`src/hdl/bce_pkg.sv`:
```
// Package for the clamped binary cross-entropy core.
// Holds field widths, fixed-point constants and register indexes.
// No dependencies.
`timescale 1ns / 1ps

package bce_pkg;

	localparam int FRAC_BITS = 16;
	localparam int GUARD_BITS = FRAC_BITS + 4;
	localparam int PRED_W = 17;
	localparam int N_W = 16;
	localparam int WGT_W = 24;
	localparam int FLR_W = 16;
	localparam int DEN_W = N_W + PRED_W;
	localparam int DVD_W = 41;
	localparam int GRAD_W = 40;
	localparam int LOSS_W = 36;
	localparam int SUM_W = 40;
	localparam int NLN_W = 20;
	localparam int L2_W = 25;
	localparam int MANT_W = 31;
	localparam int LN_SHIFT = GUARD_BITS + 30 - FRAC_BITS;

	localparam logic [PRED_W-1:0] ONE_Q = PRED_W'(1) << FRAC_BITS;
	localparam logic [29:0] LN2_Q30 = 30'd744261118;

	localparam logic [1:0] CFG_SAMPLES = 2'd0;
	localparam logic [1:0] CFG_WEIGHT = 2'd1;
	localparam logic [1:0] CFG_FLOOR = 2'd2;

endpackage

```
`src/hdl/bce_div.sv`:
```
// Restoring divider, one quotient bit per cycle, shared by gradient and mean loss.
// Depends on bce_pkg for the dividend and divisor widths.
`timescale 1ns / 1ps

module bce_div
	import bce_pkg::*;
(
	input  logic             clk,
	input  logic             arst_n,
	input  logic             start,
	input  logic [DVD_W-1:0] dividend,
	input  logic [DEN_W-1:0] divisor,
	output logic             done,
	output logic [DVD_W-1:0] quotient
);

	localparam int STEPS = DVD_W;
	localparam int CNT_W = $clog2(STEPS);

	logic [DEN_W-1:0] rem_q;
	logic [DEN_W-1:0] dsr_q;
	logic [DVD_W-1:0] dvd_q;
	logic [CNT_W-1:0] cnt_q;
	logic             busy_q;
	logic             done_q;
	logic [DEN_W:0]   trial;
	logic [DEN_W:0]   diff;
	logic             ge;

	assign trial = {rem_q, dvd_q[DVD_W-1]};
	assign ge = trial >= {1'b0, dsr_q};
	assign diff = trial - {1'b0, dsr_q};

	always_ff @(posedge clk or negedge arst_n) begin
		if (!arst_n) begin
			busy_q <= 1'b0;
			done_q <= 1'b0;
			cnt_q <= '0;
		end else begin
			done_q <= 1'b0;
			if (start) begin
				busy_q <= 1'b1;
				cnt_q <= '0;
			end else if (busy_q) begin
				cnt_q <= cnt_q + CNT_W'(1);
				if (cnt_q == CNT_W'(STEPS - 1)) begin
					busy_q <= 1'b0;
					done_q <= 1'b1;
				end
			end
		end
	end

	// dividend shifts out at the top while quotient bits enter at the bottom
	always_ff @(posedge clk) begin
		if (start) begin
			rem_q <= '0;
			dsr_q <= divisor;
			dvd_q <= dividend;
		end else if (busy_q) begin
			rem_q <= ge ? diff[DEN_W-1:0] : trial[DEN_W-1:0];
			dvd_q <= {dvd_q[DVD_W-2:0], ge};
		end
	end

	assign done = done_q;
	assign quotient = dvd_q;

endmodule

```
`src/hdl/bce_log.sv`:
```
// Negative natural log of x / 2^16 by repeated squaring of the mantissa.
// One multiplier is reused for each squaring step and the final ln2 scale.
// Depends on bce_pkg for widths and the ln2 constant.
`timescale 1ns / 1ps

module bce_log
	import bce_pkg::*;
(
	input  logic              clk,
	input  logic              arst_n,
	input  logic              start,
	input  logic [PRED_W-1:0] x,
	output logic              done,
	output logic [NLN_W-1:0]  neg_ln
);

	typedef enum logic [3:0] {
		L_IDLE  = 4'b0001,
		L_SQ    = 4'b0010,
		L_SCALE = 4'b0100,
		L_ROUND = 4'b1000
	} lstate_t;

	localparam int CNT_W = $clog2(GUARD_BITS);
	localparam int PROD_W = 2 * MANT_W;
	localparam int SCL_W = L2_W + 30;

	lstate_t            state_q;
	logic [4:0]         k_q;
	logic [MANT_W-1:0]  m_q;
	logic [GUARD_BITS-1:0] frac_q;
	logic [CNT_W-1:0]   cnt_q;
	logic [SCL_W-1:0]   prod_q;
	logic [NLN_W-1:0]   nl_q;
	logic               done_q;

	logic [4:0]         k;
	logic [MANT_W-1:0]  m_init;
	logic [L2_W-1:0]    l2;
	logic [MANT_W-1:0]  mul_a;
	logic [MANT_W-1:0]  mul_b;
	logic [PROD_W-1:0]  prod;
	logic [31:0]        sq;
	logic [SCL_W:0]     rnd;

	// leading one position
	always_comb begin
		k = '0;
		for (int i = 0; i < PRED_W; i++) begin
			if (x[i]) k = 5'(i);
		end
	end

	assign m_init = MANT_W'(x) << (5'd30 - k);
	assign l2 = {5'(FRAC_BITS) - k_q, GUARD_BITS'(0)} - L2_W'(frac_q);

	always_comb begin
		if (state_q == L_SQ) begin
			mul_a = m_q;
			mul_b = m_q;
		end else begin
			mul_a = MANT_W'(l2);
			mul_b = MANT_W'(LN2_Q30);
		end
	end

	assign prod = mul_a * mul_b;
	assign sq = prod[61:30];
	assign rnd = {1'b0, prod_q} + ((SCL_W+1)'(1) << (LN_SHIFT - 1));

	always_ff @(posedge clk or negedge arst_n) begin
		if (!arst_n) begin
			state_q <= L_IDLE;
			done_q <= 1'b0;
			cnt_q <= '0;
		end else begin
			done_q <= 1'b0;
			unique case (state_q)
				L_IDLE: begin
					if (start) begin
						state_q <= L_SQ;
						cnt_q <= '0;
					end
				end
				L_SQ: begin
					cnt_q <= cnt_q + CNT_W'(1);
					if (cnt_q == CNT_W'(GUARD_BITS - 1)) state_q <= L_SCALE;
				end
				L_SCALE: state_q <= L_ROUND;
				L_ROUND: begin
					state_q <= L_IDLE;
					done_q <= 1'b1;
				end
				default: state_q <= L_IDLE;
			endcase
		end
	end

	always_ff @(posedge clk) begin
		if (state_q == L_IDLE && start) begin
			k_q <= k;
			m_q <= m_init;
			frac_q <= '0;
		end
		if (state_q == L_SQ) begin
			// mantissa squared in Q1.30; a carry into 2.0 yields a fraction bit
			m_q <= sq[31] ? sq[31:1] : sq[30:0];
			frac_q <= {frac_q[GUARD_BITS-2:0], sq[31]};
		end
		if (state_q == L_SCALE) prod_q <= prod[SCL_W-1:0];
		if (state_q == L_ROUND) nl_q <= rnd[LN_SHIFT+NLN_W-1:LN_SHIFT];
	end

	assign done = done_q;
	assign neg_ln = nl_q;

endmodule

```
`src/hdl/clamped_binary_cross_entropy_core.sv`:
```
// Clamped binary cross-entropy core: gradient and running loss per item.
// Depends on bce_pkg, bce_div (shared divider) and bce_log (log unit).
//
//  channel  | dir | payload
//  s_axis   | in  | tdata[16:0] prediction, [17] label_bit; tlast final_element
//  m_axis   | out | tdata[39:0] gradient, [75:40] batch_loss; tlast loss_valid
//  cfg      | in  | cfg_index register, cfg_data value (always ready)
//
// One item at a time. A plain item runs the 41-step divider for the gradient,
// with the log unit beside it. A final item adds a second 41-step pass of the
// same divider for the mean.
// The result sits in an output register, so a new item is taken while it waits.
// Asynchronous active-low reset clears control state and loads register defaults.
`timescale 1ns / 1ps

module clamped_binary_cross_entropy_core
	import bce_pkg::*;
(
	input  logic        clk,
	input  logic        arst_n,
	input  logic        s_axis_tvalid,
	output logic        s_axis_tready,
	input  logic [23:0] s_axis_tdata,   // [16:0] prediction, [17] label_bit
	input  logic        s_axis_tlast,
	output logic        m_axis_tvalid,
	input  logic        m_axis_tready,
	output logic [79:0] m_axis_tdata,   // [39:0] gradient, [75:40] batch_loss
	output logic        m_axis_tlast,
	input  logic        cfg_valid,
	output logic        cfg_ready,
	input  logic [1:0]  cfg_index,
	input  logic [23:0] cfg_data
);

	typedef enum logic [7:0] {
		S_IDLE   = 8'b0000_0001,
		S_PREP   = 8'b0000_0010,
		S_GSTART = 8'b0000_0100,
		S_WAIT   = 8'b0000_1000,
		S_ACC    = 8'b0001_0000,
		S_LSTART = 8'b0010_0000,
		S_LWAIT  = 8'b0100_0000,
		S_WRITE  = 8'b1000_0000
	} state_t;

	localparam logic [DVD_W-1:0] POS_MAX = DVD_W'(40'h7F_FFFF_FFFF);
	localparam logic [DVD_W-1:0] NEG_MAG = DVD_W'(40'h80_0000_0000);

	state_t             state_q;
	logic [N_W-1:0]     n_q;
	logic [WGT_W-1:0]   w_q;
	logic [FLR_W-1:0]   floor_q;
	logic [PRED_W-1:0]  q_q;
	logic               pos_q;
	logic               fin_q;
	logic [DEN_W-1:0]   den_q;
	logic [GRAD_W-1:0]  grad_q;
	logic [LOSS_W-1:0]  batch_q;
	logic [SUM_W-1:0]   loss_sum_q;
	logic               gd_q;
	logic               ld_q;
	logic               out_valid_q;
	logic [GRAD_W-1:0]  out_grad_q;
	logic [LOSS_W-1:0]  out_loss_q;
	logic               out_last_q;

	logic [N_W-1:0]     n_eff;
	logic [FLR_W-1:0]   floor_eff;
	logic [PRED_W-1:0]  p_in;
	logic [PRED_W-1:0]  q_sel;
	logic [PRED_W-1:0]  q_in;
	logic               in_fire;
	logic               out_load;
	logic               div_start;
	logic [DVD_W-1:0]   div_dvd;
	logic [DEN_W-1:0]   div_dsr;
	logic               div_done;
	logic [DVD_W-1:0]   div_quo;
	logic               log_done;
	logic [NLN_W-1:0]   log_val;
	logic [DVD_W-1:0]   mag;
	logic [SUM_W:0]     sum;

	assign n_eff = (n_q == '0) ? N_W'(1) : n_q;
	assign floor_eff = (floor_q == '0) ? FLR_W'(1) : floor_q;

	// clamp p to 1.0, pick p or 1-p by label, then raise to the floor
	assign p_in = (s_axis_tdata[16:0] > ONE_Q) ? ONE_Q : s_axis_tdata[16:0];
	assign q_sel = s_axis_tdata[17] ? p_in : ONE_Q - p_in;
	assign q_in = (q_sel < PRED_W'(floor_eff)) ? PRED_W'(floor_eff) : q_sel;

	assign s_axis_tready = (state_q == S_IDLE);
	assign in_fire = s_axis_tvalid && s_axis_tready;
	assign out_load = (state_q == S_WRITE) && (!out_valid_q || m_axis_tready);
	assign cfg_ready = 1'b1;

	assign div_start = (state_q == S_GSTART) || (state_q == S_LSTART);
	always_comb begin
		if (state_q == S_LSTART) begin
			div_dvd = DVD_W'(loss_sum_q) + DVD_W'(n_eff[N_W-1:1]);
			div_dsr = DEN_W'(n_eff);
		end else begin
			div_dvd = {1'b0, w_q, FRAC_BITS'(0)} + DVD_W'(den_q[DEN_W-1:1]);
			div_dsr = den_q;
		end
	end

	bce_div u_div (
		.clk      (clk),
		.arst_n   (arst_n),
		.start    (div_start),
		.dividend (div_dvd),
		.divisor  (div_dsr),
		.done     (div_done),
		.quotient (div_quo)
	);

	bce_log u_log (
		.clk    (clk),
		.arst_n (arst_n),
		.start  (state_q == S_PREP),
		.x      (q_q),
		.done   (log_done),
		.neg_ln (log_val)
	);

	always_comb begin
		if (pos_q) mag = (div_quo > NEG_MAG) ? NEG_MAG : div_quo;
		else mag = (div_quo > POS_MAX) ? POS_MAX : div_quo;
	end

	assign sum = {1'b0, loss_sum_q} + (SUM_W+1)'(log_val);

	always_ff @(posedge clk or negedge arst_n) begin
		if (!arst_n) begin
			n_q <= N_W'(1);
			w_q <= WGT_W'(65536);
			floor_q <= FLR_W'(7);
		end else if (cfg_valid && cfg_ready) begin
			unique case (cfg_index)
				CFG_SAMPLES: n_q <= cfg_data[N_W-1:0];
				CFG_WEIGHT:  w_q <= cfg_data[WGT_W-1:0];
				CFG_FLOOR:   floor_q <= cfg_data[FLR_W-1:0];
				default: ;
			endcase
		end
	end

	always_ff @(posedge clk or negedge arst_n) begin
		if (!arst_n) begin
			state_q <= S_IDLE;
			loss_sum_q <= '0;
			gd_q <= 1'b0;
			ld_q <= 1'b0;
		end else begin
			unique case (state_q)
				S_IDLE: if (in_fire) state_q <= S_PREP;
				S_PREP: begin
					gd_q <= 1'b0;
					ld_q <= 1'b0;
					state_q <= S_GSTART;
				end
				S_GSTART: state_q <= S_WAIT;
				S_WAIT: begin
					if (div_done) gd_q <= 1'b1;
					if (log_done) ld_q <= 1'b1;
					if (gd_q && ld_q) state_q <= S_ACC;
				end
				S_ACC: begin
					loss_sum_q <= sum[SUM_W] ? {SUM_W{1'b1}} : sum[SUM_W-1:0];
					state_q <= fin_q ? S_LSTART : S_WRITE;
				end
				S_LSTART: state_q <= S_LWAIT;
				S_LWAIT: begin
					if (div_done) begin
						loss_sum_q <= '0;
						state_q <= S_WRITE;
					end
				end
				S_WRITE: if (out_load) state_q <= S_IDLE;
				default: state_q <= S_IDLE;
			endcase
		end
	end

	always_ff @(posedge clk) begin
		if (in_fire) begin
			q_q <= q_in;
			pos_q <= s_axis_tdata[17];
			fin_q <= s_axis_tlast;
		end
		if (state_q == S_PREP) begin
			den_q <= n_eff * q_q;
			batch_q <= '0;
		end
		if (state_q == S_WAIT && div_done) begin
			grad_q <= pos_q ? -mag[GRAD_W-1:0] : mag[GRAD_W-1:0];
		end
		if (state_q == S_LWAIT && div_done) begin
			batch_q <= (div_quo[DVD_W-1:LOSS_W] != '0) ? {LOSS_W{1'b1}}
				: div_quo[LOSS_W-1:0];
		end
		if (out_load) begin
			out_grad_q <= grad_q;
			out_loss_q <= batch_q;
			out_last_q <= fin_q;
		end
	end

	always_ff @(posedge clk or negedge arst_n) begin
		if (!arst_n) begin
			out_valid_q <= 1'b0;
		end else if (out_load) begin
			out_valid_q <= 1'b1;
		end else if (m_axis_tready) begin
			out_valid_q <= 1'b0;
		end
	end

	assign m_axis_tvalid = out_valid_q;
	assign m_axis_tdata = {4'b0, out_loss_q, out_grad_q};
	assign m_axis_tlast = out_last_q;

endmodule

```
`config.mk`:
```
export PLATFORM = sky130hd
export DESIGN_NAME = clamped_binary_cross_entropy_core
export DESIGN_NICKNAME = d
export VERILOG_FILES = /design/src/hdl/bce_pkg.sv /design/src/hdl/bce_div.sv /design/src/hdl/bce_log.sv /design/src/hdl/clamped_binary_cross_entropy_core.sv
export SDC_FILE = /design/constraint.sdc
export NUM_CORES = 2
export LEC_CHECK = 0
export BUFFER_PORTS_ARGS = -buffer_cell sky130_fd_sc_hd__buf_4
export CELL_PAD_IN_SITES_DETAIL_PLACEMENT = 0
export CELL_PAD_IN_SITES_GLOBAL_PLACEMENT = 1
export CORE_UTILIZATION = 50
export CTS_BUF_LIST = sky130_fd_sc_hd__clkbuf_4
export DETAILED_ROUTE_END_ITERATION = 8
export GPL_ROUTABILITY_DRIVEN = 0
export PLACE_DENSITY = 0.8
export SYNTH_ARGS = -nofsm -noshare
export SYNTH_HDL_FRONTEND = slang
export SYNTH_HIERARCHICAL = 1
export SYNTH_SLANG_ARGS = --single-unit
```
`constraint.sdc`:
```
create_clock -name clk -period 23.2 [get_ports clk]
set_clock_uncertainty 0.1 [all_clocks]
set_input_delay 1.16 -clock clk [delete_from_list [all_inputs] [get_ports clk]]
set_output_delay 1.16 -clock clk [all_outputs]
set_load 0.03 [all_outputs]
```
; ---- After elaboration in Yosys (flattened, before gate mapping)
; Cells that the tools add are included.
[totals]
ff_bits = 567
in_bits = 56
output_inout_bits = 84
elab_cells = 175
[op_classes]
addsub = 12
n_mul = 2
order_cmp = 5
n_eq_ne = 24
shifts = 1
n_mux = 69
n_reduce_logical = 29
[op_table]
columns = op, count
row1 = $mux 40, 6
row2 = $mux 31, 5
row3 = $mux 41, 3
row4 = $mux 36, 3
row5 = $mux 5, 16
row6 = $pmux 40 s2, 1
row7 = $mux 16, 4
row8 = $pmux 8 s8, 1
row9 = $mul 31x31->62, 1
row10 = $add 54x34->54 const B, 1
row11 = $add 40x15->41, 1
row12 = $add 40x20->41, 1
row13 = $add 40x32->41, 1
row14 = $gt 41x39->1 const B, 1
row15 = $gt 41x40->1 const B, 1
row16 = $mux 20, 2
row17 = $mux 8, 5
row18 = $neg 40->40, 1
row19 = $ge 34x33->1, 1
row20 = $mux 17, 2
row21 = $mul 16x17->33, 1
row22 = $mux 33, 1
row23 = $sub 33x33->33, 1
row24 = $logic_not 16->1, 2
row25 = 40 further kinds, 80

; ---- Depth between registers and ports, before layout
[depth]
word_depth = 20
depth_mapped = 38
depth_no_buf = 35

; ---- Modules after synthesis
; The synthesis kept the hierarchy.
[modules_own_cells]
columns = module, instances, cells_per_inst, area_each_um2, seq_area_each_um2
row1 = bce_log, 1, 4222, 37408.4, 3164.3
row2 = clamped_binary_cross_entropy_core, 1, 2701, 26193.9, 8841.0
row3 = bce_div, 1, 644, 6665.1, 3083.0

; ---- Worst setup path before layout
; No wires, ideal clock.
[synth_path]
path_kind = register -> register
from = reg u_log.frac_q[0]
to = reg u_log.m_q[14] (data pin)
setup_ns = 0.261
t_arrival_ns = 9.469
t_required_ns = 22.839
setup_slack_ns = 13.370
path_stages_with_launch = 36
path_buffers = 2
synth_period_minus_slack_ns = 9.830
path_cell_list = edfxtp_1 inv_1 ha_1 or4b_2 nor3_1 and3_1 nand2_1 xor2_1 nor2_1 nor2_1 inv_1 clkbuf_1 nor2_1 fa_1 fa_1 fa_1 inv_1 fa_1 inv_1 fa_1 fa_1 fa_1 inv_1 fa_1 inv_1 ha_1 a21oi_1 o21bai_1 a221o_1 or3_1 o211ai_1 a21oi_1 a211o_1 buf_4 and3_1 a311o_1
[synth_between]
elab_chain_len = 5
[synth_lines]
columns = element, line
row1 = start: declaration, bce_log.sv:31  ; logic [GUARD_BITS-1:0] frac_q;
row2 = start signal: assignment, bce_log.sv:108  ; frac_q <= {frac_q[GUARD_BITS-2:0], sq[31]};
row3 = $sub 25x20->25, bce_log.sv:55  ; assign l2 = {5'(FRAC_BITS) - k_q, GUARD_BITS'(0)} - L2_W'(frac_q);
row4 = $mux 31, bce_log.sv:58  ; if (state_q == L_SQ) begin
row5 = $mul 31x31->62, bce_log.sv:67  ; assign prod = mul_a * mul_b;
row6 = $mux 31, bce_log.sv:107  ; m_q <= sq[31] ? sq[31:1] : sq[30:0];
row7 = $mux 31, bce_log.sv:105  ; if (state_q == L_SQ) begin
row8 = end signal: assignment, bce_log.sv:102  ; m_q <= m_init;
row9 = end signal: assignment, bce_log.sv:107
row10 = end: declaration, bce_log.sv:30  ; logic [MANT_W-1:0] m_q;
; Every way passes these cells.
; A chain may end at the register's enable or synchronous reset.

; ---- Worst setup path in the final report
[layout_path]
from = reg u_log.frac_q[0]
to = reg u_log.m_q[18] (data pin)
; Same word-level chain as after synthesis.

==> flow_summary.ini <==
[cells_and_area]
seq_area_um2 = 15100
area_delta_synth_final_pct = 6.65
nets = 9168
drive_above_1_share_pct = 9.78
instances_no_fill = 9584
n_fill_cell = 13000
final_cell_area_um2 = 74900
multi_input_area_um2 = 48600

[synthesis]
ys_seq_area_share_pct = 21.5
synthSimpleGateAreaFrac_pct = 16.3
synthMuxAreaShare_pct = 2.84
synthCells = 7567
synth.top_cell.area_share_pct = 29.8
synth_most_common_cell = inv_1
synth_edf_count = 376
synth_warnings = 6
synth_flop_cell = edfxtp_1
yosys-top-cells-area = fa_1 (30%), edfxtp_1 (16%), ha_1 (8.3%)
synthXorXnorAreaFrac_pct = 2.58
synth-compound-area-share_pct = 9.24
ys_seq_elements = 534
synthArstFlopShare_pct = 23.4
synthAdderAreaFrac_pct = 38.1
synth_top_family_by_area = adder cells
synth_top_area_cell = fa_1
ys_types = 130
syn_area_per_cell_um2 = 9.29
yosys-top-cells-count = inv_1 (1338), fa_1 (1047), nand2_1 (993), nor2_1 (527), ha_1 (465)
synth_area_um2 = 70300

[cts]
ctsHoldBuffers = 1
cts_tree = done
cts_resized = 0
clk_pin_slew_worst_paths_ns = 0.07
cts_root_buf = clkbuf_4
htreeDepth = 4
clock_latency_ns = 1.05
post_cts_buffers = 0
cts_sinks = 534
cts_made_buffers = 134
clockBufferDepth = 3

[floorplan]
num_rows = 137
initial_core_util_pct = 50.4
die_area_um2 = 142000
die_y_um = 377
ios = 140
die-width_um = 377
core-area_um2 = 140000

[global_routing]
use_met1_pct = 43.5
top_usage_layer = met2
grt_util_all_layers_pct = 30.9
grt_overflow_total = 0
grt_pass1_vias = 56100
gr-usage-met3_pct = 6.68
grt_use_met2_pct = 46.3
antenna_found_initial = 8
grt_pass1_wl_mm = 333
grt_max_degree = 110

[placed_design]
place_inst = 9339
post_dp_cell_area_um2 = 73200
hpwl_mm = 162
port_buffers = 128

[critical_path]
worstRegToRegCells = 33
startpoint_type = flop
worst-setup-path-type = reg -> reg
crit_slowest_cell = nor2_1
crit_top_cell = fa_1
r2r-end = u_log/m_q[18]
required_ns = 23.83
cp_max_fo = 7
max_stage_delay_ns = 0.95
reg2reg_from = u_log/frac_q[0]
end_kind = flop
reg2reg_slack_ns = 10.52
worst_ep_arrival_time_ns = 13.31

[detailed_routing]
viasPerCell = 5.78
dr.pass1.iters = 7
drc_errors = 0
num_vias = 55400
wirelength_mm = 216
wl_per_cell_um = 22.6
ant_nets = 0
first_iter_violations = 5720

[sta]
setup_viol = 0
period_needed_ns = 12.68
finalSetupTns_ns = 0
tightest_slew_ns = 1.29
fmax_mhz = 78.9
slew_headroom_pct = 14.2
rsz0062_at_grt = false
finalHoldViolations = 0
fin_hold_ws_ns = 0.206
period_share_pct = 54.6
maxSlewViolCount = 0

[run]
drv_cap = 0

[hold_path]
min_from = s_axis_tlast
min_to = fin_q
hold_depth = 1
min_path_type = in -> reg

[outcome]
status = complete, no violations
sequential cells by signal, summed over array words and instances, names as in the netlist, 21 cells and up:
name / cells
loss_sum_q: 40
u_log/m_q: 31
u_div/rem_q: 33
u_div/dsr_q: 33
out_grad_q: 40
u_log/prod_q: 21
w_q: 24
u_div/quotient: 41
out_loss_q: 36
batch_q: 36
grad_q: 40
den_q: 33
through the flow:
step | util, % | worst slack, ns
after floorplan | - | 13.37
after global placement | 52.4 | 11.02
after detailed placement | 52.4 | 10.87
after CTS | 53.7 | 10.86
after global routing | 53.7 | 10.16
final | 53.7 | 10.52
worst max-delay path by stage:
stage / from / to / slack (ns) / cells after the start
3_5_place_dp: u_log/frac_q[0] / u_log/m_q[18] / 10.87 / 33
3_3_place_gp: u_log/frac_q[0] / u_log/m_q[18] / 11.02 / 33
2_1_floorplan: u_log/frac_q[0] / u_log/m_q[14] / 13.37 / 35
4_1_cts: u_log/frac_q[0] / u_log/m_q[18] / 10.86 / 33
6_report: u_log/frac_q[0] / u_log/m_q[18] / 10.52 / 33
5_1_grt: u_log/frac_q[0] / u_log/m_q[18] / 10.16 / 33
layout by cell type, fill, tap and decap left out, types with 92 or more instances in the layout:
master,count
a21oi_1,330
nor3_1,92
mux2_2,114
edfxtp_1,376
clkbuf_4,195
and3_1,204
fa_1,1047
xnor2_1,123
nand3_1,109
nand2_1,990
dfrtp_1,117
inv_1,1338
buf_4,270
and2_1,207
ha_1,465
nor2_1,523
o21ai_0,174
worst max-delay path: cells and delay by family, from the launching register on:
kind	cells	cell delay (ns)
XOR/XNOR	1	0.31
adder cells (fa/ha/maj)	10	4.74
multiplexers	1	0.20
flip-flops	1	0.46
AND/OR/NAND/NOR	11	4.17
AO/OA/AOI/OAI	5	2.04
buffers and inverters	5	0.38
kinds of logic after synthesis:
group / after synthesis
adders and majority gates: 1512
xor gates and xnor gates: 205
other: 2
and+or+nand+nor: 2437
AOI/OAI and AO/OA: 984
muxes: 169
buffers and inverters: 1724
DFF: 534
cell type report:
| cell class | instances | area share [%] |
|---|---|---|
| clock buffers | 195 | 1.95 |
| multi-input cells | 5312 | 64.9 |
| well taps | 1876 | 3.13 |
| flip-flops and latches | 534 | 20.1 |
| diodes | 6 | 0.0200 |
| clock inverters | 43 | 0.399 |
| repair buffers | 273 | 2.76 |
| inverters | 1345 | 6.74 |
metal layers:
| metal | vias to the layer above | wire, µm |
|---|---|---|
| met2 | 2616 | 94700 |
| li1 | 24500 | - |
| met4 | 2 | 8750 |
| met3 | 481 | 22100 |
| met5 | - | 12 |
| met1 | 27700 | 90900 |
Power is left out: the tool's default activity adds up to more than one toggle a clock period on the data nets, which glitch-free logic cannot reach.
